## src/hw/rtl/gifdp_pkg.sv

```systemverilog
// gifdp_pkg: shared types, register codes and interlace tables for the
// gif deinterlace palette expander; no dependencies
package gifdp_pkg;

	localparam int PALETTE_DEPTH_DEF = 256;
	localparam int CFG_IDX_W = 3;
	localparam int CFG_DATA_W = 16;
	localparam int COORD_W = 16;
	localparam int SCREEN_W = 17;

	localparam logic [CFG_IDX_W-1:0] REG_IMAGE_LEFT   = 3'd0;
	localparam logic [CFG_IDX_W-1:0] REG_IMAGE_TOP    = 3'd1;
	localparam logic [CFG_IDX_W-1:0] REG_IMAGE_WIDTH  = 3'd2;
	localparam logic [CFG_IDX_W-1:0] REG_IMAGE_HEIGHT = 3'd3;
	localparam logic [CFG_IDX_W-1:0] REG_INTERLACED   = 3'd4;

	localparam logic MODE_LOAD  = 1'b0;
	localparam logic MODE_PIXEL = 1'b1;

	localparam logic [1:0] PASS_FIRST = 2'd0;
	localparam logic [1:0] PASS_LAST  = 2'd3;

	typedef struct packed {
		logic        mode;
		logic [7:0]  color_index;
		logic [23:0] palette_color;
	} in_word_t;

	typedef struct packed {
		logic [SCREEN_W-1:0] screen_x;
		logic [SCREEN_W-1:0] screen_y;
		logic [7:0]          blue;
		logic [7:0]          green;
		logic [7:0]          red;
		logic                last_pixel;
	} out_word_t;

	typedef struct packed {
		logic [COORD_W-1:0] image_left;
		logic [COORD_W-1:0] image_top;
		logic [COORD_W-1:0] image_width;
		logic [COORD_W-1:0] image_height;
		logic               interlaced;
	} cfg_t;

	typedef struct packed {
		logic [COORD_W-1:0] col;
		logic [COORD_W-1:0] row;
		logic               last;
	} pos_t;

	function automatic logic [3:0] pass_start(input logic [1:0] pass);
		case (pass)
			2'd0: pass_start = 4'd0;
			2'd1: pass_start = 4'd4;
			2'd2: pass_start = 4'd2;
			default: pass_start = 4'd1;
		endcase
	endfunction

	function automatic logic [3:0] pass_step(input logic [1:0] pass);
		case (pass)
			2'd0: pass_step = 4'd8;
			2'd1: pass_step = 4'd8;
			2'd2: pass_step = 4'd4;
			default: pass_step = 4'd2;
		endcase
	endfunction

endpackage

```

## src/hw/rtl/gifdp_position.sv

```systemverilog
// gifdp_position: column, stored-row and interlace pass counters
// gives the image position of the current pixel; uses gifdp_pkg
module gifdp_position (
	input  logic            clk,
	input  logic            arst_n,
	input  logic            advance,
	input  gifdp_pkg::cfg_t cfg,
	output gifdp_pkg::pos_t pos
);
	import gifdp_pkg::*;

	logic [COORD_W-1:0] col_q;
	logic [COORD_W-1:0] srow_q;
	logic [COORD_W-1:0] cur_q;
	logic [1:0]         pass_q;

	logic [COORD_W-1:0] w_m1;
	logic [COORD_W-1:0] h_m1;
	logic [COORD_W-1:0] h_eff;
	logic               row_end;
	logic               image_end;
	logic [1:0]         pass_nxt;
	logic [COORD_W:0]   row_nxt;
	logic [COORD_W-1:0] cur_nxt;

	assign w_m1 = (cfg.image_width == '0) ? '0 : cfg.image_width - 1'b1;
	assign h_m1 = (cfg.image_height == '0) ? '0 : cfg.image_height - 1'b1;
	assign h_eff = (cfg.image_height == '0) ? COORD_W'(1) : cfg.image_height;

	assign row_end = col_q >= w_m1;
	assign image_end = row_end && (srow_q >= h_m1);

	assign pos.col = col_q;
	assign pos.row = cfg.interlaced ? cur_q : srow_q;
	assign pos.last = image_end;

	// next interlaced row, skipping passes with no row left
	always_comb begin
		pass_nxt = pass_q;
		row_nxt = {1'b0, cur_q} + (COORD_W+1)'(pass_step(pass_q));
		for (int i = 0; i < 3; i++) begin
			if (row_nxt >= {1'b0, h_eff} && pass_nxt != PASS_LAST) begin
				pass_nxt = pass_nxt + 2'd1;
				row_nxt = (COORD_W+1)'(pass_start(pass_nxt));
			end
		end
		cur_nxt = row_nxt[COORD_W] ? '1 : row_nxt[COORD_W-1:0];
	end

	always_ff @(posedge clk or negedge arst_n) begin
		if (!arst_n) begin
			col_q <= '0;
			srow_q <= '0;
			cur_q <= '0;
			pass_q <= PASS_FIRST;
		end else if (advance) begin
			if (image_end) begin
				col_q <= '0;
				srow_q <= '0;
				cur_q <= '0;
				pass_q <= PASS_FIRST;
			end else if (row_end) begin
				col_q <= '0;
				srow_q <= srow_q + 1'b1;
				cur_q <= cur_nxt;
				pass_q <= pass_nxt;
			end else begin
				col_q <= col_q + 1'b1;
			end
		end
	end

	a_last_clears: assert property (@(posedge clk) disable iff (!arst_n)
		advance && image_end |=> col_q == '0 && srow_q == '0 && cur_q == '0)
		else $error("counters not cleared after last pixel");

	a_hold_idle: assert property (@(posedge clk) disable iff (!arst_n)
		!advance |=> $stable(col_q) && $stable(srow_q) && $stable(pass_q))
		else $error("counters moved without a pixel");

	a_col_step: assert property (@(posedge clk) disable iff (!arst_n)
		advance && !row_end |=> col_q == $past(col_q) + 1'b1 && $stable(srow_q))
		else $error("column did not step");

endmodule

```

## config.mk

```make
export PLATFORM = sky130hd
export DESIGN_NAME = gifdp_position
export DESIGN_NICKNAME = d
export VERILOG_FILES = /design/src/hw/rtl/gifdp_pkg.sv /design/src/hw/rtl/gifdp_position.sv
export SDC_FILE = /design/constraint.sdc
export NUM_CORES = 1
export LEC_CHECK = 0
export BUFFER_PORTS_ARGS = -buffer_cell sky130_fd_sc_hd__clkbuf_2
export CAP_MARGIN = 20
export CORE_MARGIN = 5
export CORE_UTILIZATION = 55
export CTS_CLUSTER_SIZE = 40
export DETAILED_ROUTE_END_ITERATION = 6
export PLACE_DENSITY = 0.89
export SYNTH_ARGS = -nofsm -noshare
export SYNTH_HDL_FRONTEND = slang
export SYNTH_SLANG_ARGS = --single-unit
```

## constraint.sdc

```tcl
create_clock -name clk -period 18.4 [get_ports clk]
set_clock_uncertainty 0.1 [all_clocks]
set_input_delay 0.92 -clock clk [delete_from_list [all_inputs] [get_ports clk]]
set_output_delay 0.92 -clock clk [all_outputs]
set_load 0.01 [all_outputs]
```

### After elaboration in Yosys (flattened, before gate mapping)

Cells that the tools add are included.

* multipliers: 0
* eq/ne operators: 11
* $lt $le $gt $ge: 5
* divide/modulo/power cells: 0
* multiplexer cells: 23
* $add $sub $neg: 8
* reduce and logical (&&, ||, !) cells: 13
* bitwise gates (word level): 0
* shift-type cells: 0

Operators with widths (number)
* $mux 16: 11
* $ge 17x16->1: 3
* $mux 17: 3
* $add 16x1->16 const B: 2
* $ge 16x16->1: 2
* $logic_not 16->1: 2
* $sub 16x1->16 const B: 2
* $pmux 3 s3: 3
* $add 16x4->17: 1
* $mux 2: 5
* $eq 2x1->1 const B: 4
* $eq 2x2->1 const B: 4
* $logic_not 2->1: 4
* $pmux 4 s2: 1
* $add 2x1->2 const B: 3
* $ne 2x2->1 const B: 3
* $logic_and 1x1->1: 4
* $reduce_and 2->1: 1
* $reduce_bool 2->1: 1
* $reduce_or 2->1: 1

* bits in latches: 0
* output and inout bits: 33
* memory bits (writable): 0
* input port bits: 68
* ROM bits: 0
* bits in registers: 50
* memories: 0

### Longest topological paths before layout

* depth in word-level cells: 17
* mapped depth: 39

### Worst setup path after synthesis

OpenSTA, ideal clock, no wires.

* kind: register -> register
* start: reg pass_q[1]
* end: reg cur_q[1]
* buffers on the path: 4
* setup time: 0.122 ns
* setup slack: 10.800 ns
* arrival time: 7.378 ns
* stages on the path, launching flop included: 38
* required time: 18.178 ns
* cell sequence: dfrtp_1 inv_1 ha_1 or2_2 ha_1 nor2b_1 o2111a_1 and2_1 nand3_1 xor2_1 inv_1 ha_1 nand2_1 nor4_1 a2111oi_4 buf_6 a311o_1 or2_2 (+2 left out) nor4_1 a31oi_1 a31oi_1 o21ai_1 o21ai_1 buf_2 buf_2 nor2_1 ha_1 a211oi_1 o21ai_0 o211ai_1 nand4b_1 o21a_1 buf_2 nor2_1 o21ai_1 a32o_1

* cells in the longest elaborated chain, start to end: 17
* elaborated cells on any way between the ends: 38

Ends and longest elaborated chain
* from (decl): RTL line gifdp_position.sv:15 `logic [1:0] pass_q;`
* from (signal assigned): RTL line gifdp_position.sv:66 `pass_q <= pass_nxt;`
* branches (longest 13 deep; another with $add 16x4->17)
* $mux 17 (*): RTL line gifdp_position.sv:42 `if (row_nxt >= {1'b0, h_eff} && pass_nxt != PASS_LAST) begin`
* $mux 16 (*): RTL line gifdp_position.sv:47 `cur_nxt = row_nxt[COORD_W] ? '1 : row_nxt[COORD_W-1:0];`
* $mux 16 (*): RTL line gifdp_position.sv:62 `end else if (row_end) begin`
* $mux 16 (*): RTL line gifdp_position.sv:57 `if (image_end) begin`
* to (signal assigned): RTL line gifdp_position.sv:65 `cur_q <= cur_nxt;`
* to (decl): RTL line gifdp_position.sv:14 `logic [COORD_W-1:0] cur_q;`

Mark *: on every way between the ends. The select of a mux whose other input is x is not followed.
A chain may end at the register's enable or synchronous reset.

### Worst setup path after layout

* start: reg pass_q[1]
* end: reg cur_q[12]

* cells in the longest elaborated chain, start to end: 17
* elaborated cells on any way between the ends: 33

Ends and longest elaborated chain (RTL line)
* branches (longest 13 deep; another with $add 16x4->17)
* $mux 17 (*): gifdp_position.sv:42
* $mux 16 (*): gifdp_position.sv:47
* $mux 16 (*): gifdp_position.sv:62
* $mux 16 (*): gifdp_position.sv:57

Marks and branches as above.

==> metrics.csv <==
metric,value,unit
Rel. slew slack,0.395,
antenna violations before repair,0,
"Core Util, Final",0.617,
portion of the post-synthesis area used by sequential elements,0.202,
number of ports placed on the die boundary,101,
status,"complete, no violations",
delay of the slowest critical-path stage,0.69,ns
buffer levels on the longest clock path,2,
max_cap viols,0,
reg-to-reg setup timing slack,9.05,ns
TritonCTS buffer count,5,
share of the synthesized area in the top cell type,0.202,
Worst setup startpoint,pass_q[1],
count of TritonRoute iterations in the first routing pass,5,
maximum frequency from static timing analysis,0.107,GHz
Core ar.,10900,um2
power per standard cell area,42.4,nW/um2
via count of the first global-routing pass,5343,
post-CTS repair timing setup buffer count,0,
capture point of the critical path,cur_q[12],
Final Wtd Congestion,0.951,
setup_tns,0,ns
library cell with the largest summed area after synthesis,dfrtp_1,
DRC violations left,0,
Worst-Skew Late Latency,0.29,ns
unrepaired setup endpoints after global routing,false,
cell type with the highest occurrence count on the critical path,ha_1,
pin count of the biggest net entering global routing,51,
min Tclk post-route,9.35,ns
number of antenna-violating nets in the routed design,0,
Post-synth ARST share,1.00,
wire length per cell after detailed routing,16.1,um
CTS sink cnt,50,
crit path DAT,9.47,ns
1st-iter DRT viols,418,
TritonCTS clock tree,done,
H-tree depth reported by CTS,2,
total count of hold-check failures in the final report,0,
maximum VDD drop,0.0000452,V
area of the die,13500,um2
endpoint of the lowest-slack register-to-register path,cur_q[12],
post-synthesis to final-layout area growth,9.15,%
category of the worst setup path capture point,flip-flop,
residual overflow from global routing,0,
antenna diode count,0,
data required time of the worst path,18.53,ns
"Gates resized, CTS repair",0,
Tcrit/Tclk final,0.508,
starting utilization of the core area,0.565,
element type at the critical path start,flip-flop,
number of flip-flops and latches in the synthesized netlist,50,
ratio of cells with drive above 1 in the final layout,0.162,
CP max FO,25,
Port Buf Inserts,68,
Die Width,116,um
HP Class,reg2reg,
hold buffer count at cts,0,
Synth cell types,75,
combined area of all synthesized cells,6180,um2
average size of a mapped cell,8.33,um2
via count,5665,
WHS,0.441,ns
number of rows in the core area,38,
Post-DP HPWL,11900,um
Die Y-Extent,116,um
Leak,0.00359,uW
wire length of the first global-routing pass,24800,um
final setup violation count,0,
Pins Over Slew Limit,0,
GRT Total Usage,0.224,
Crit Reg-Reg Startpoint,pass_q[1],
top cells by area in the synthesized netlist,"dfrtp_1, ha_1, nor2_1",
number of cells traversed by the worst register-to-register path,34,
number of flops mapped to enable cells by yosys,0,
Syn. warnings,0,
type of the worst setup path,reg2reg,
synthesized instance count,742,
slowest cell on the critical path,nor2_1,
wire length reported by the detailed router,15000,um
nets@finish,962,
synthesized netlist net count,911,
vias per cell,6.07,
Worst Tran Pin Value,0.904,ns
dominant synthesized flop cell,dfrtp_1,
clock edge transition at the registers on the reported setup and hold paths,0.07,ns
total power consumption of the routed design,286,uW
clk root buf,clkbuf_16,
[synth_stat cells, drive strengths merged, types with 15 or more instances]
cell,n
ha,100
nor2,72
nand2,62
inv,58
dfrtp,50
o21ai,50
xor2,30
nand4,26
xnor2,21
a21oi,20
a21o,18
clkbuf,18
nand3,18
and3,16
mux2,15
[power by group]
| group | switching (uW) | internal (uW) |
|---|---|---|
| Sequential | 9.37 | 115 |
| Combinational | 38.2 | 29.4 |
| Clock | 42.7 | 50.9 |
[cells by family after synthesis]
group / count (synthesis) / synth area share
compound gates: 169 / 0.206
mux: 18 / 0.0328
simple gates: 268 / 0.224
buf+inv: 85 / 0.0567
xor+xnor: 51 / 0.0723
flops: 50 / 0.202
fa+ha+maj: 101 / 0.206
[sequential cells by signal, summed over array words and instances (netlist names)]
signal / flops
col_q: 16
cur_q: 16
srow_q: 16
pass_q: 2
[layer usage]
metal / track usage / share of wire / vias to the layer above
met3: 0.0146 / 0.047 / 19
met4: 0.0657 / 0.020 / 0
met2: 0.398 / 0.49 / 153
li1: - / - / 2804
met1: 0.292 / 0.45 / 2689
met5: 0 / 0 / -
[worst min-delay path by stage]
stage | cells after the start | to | slack (ns) | startpoint
4_1_cts | 1 | cur_q[1] | 0.44 | cur_q[1]
2_1_floorplan | 1 | cur_q[1] | 0.39 | cur_q[1]
3_5_place_dp | 1 | cur_q[1] | 0.42 | cur_q[1]
3_3_place_gp | 1 | cur_q[1] | 0.41 | cur_q[1]
6_report | 1 | cur_q[1] | 0.44 | cur_q[1]
5_1_grt | 1 | cur_q[3] | 0.48 | cur_q[3]
[layout make-up]
| cell class | instances | area, um2 |
|---|---|---|
| Clock buffer | 5 | 125 |
| Clock inverter | 3 | 23.8 |
| Fill cell | 947 | 4190 |
| Inverter | 58 | 218 |
| Multi-Input combinational cell | 607 | 4580 |
| Sequential cell | 50 | 1250 |
| Tap cell | 140 | 175 |
| Timing Repair Buffer | 71 | 370 |
[worst max-delay path, delay by kind of cell, from the launching register on]
family / cells / cell delay [ns]
flip-flops: 1 / 0.49
XOR/XNOR: 1 / 0.34
adder cells (fa/ha/maj): 5 / 1.51
AO/OA/AOI/OAI: 12 / 2.66
AND/OR/NAND/NOR: 13 / 3.71
buffers and inverters: 3 / 0.44
[metrics by stage]
stage          worst slack [ns]  area (um2)  instances
3_3_place_gp               9.11        6580        925
3_5_place_dp               9.03        6580        925
4_1_cts                    8.99        6730        933
2_1_floorplan             10.80        6180        742
6_report                   9.05        6750        934
5_1_grt                    8.48        6750        934
[cell usage in the layout (no fill, tap or decap), types with 18 or more instances in the layout]
cell and n:
a21o_1 18, a21oi_1 18, clkbuf_2 68, dfrtp_1 50
ha_1 100, inv_1 56, nand2_1 62, nand3_1 18
nand4_1 25, nor2_1 71, o21ai_0 44, xnor2_1 21
xor2_1 30
Note: power is estimated with default switching activity, not from simulation.
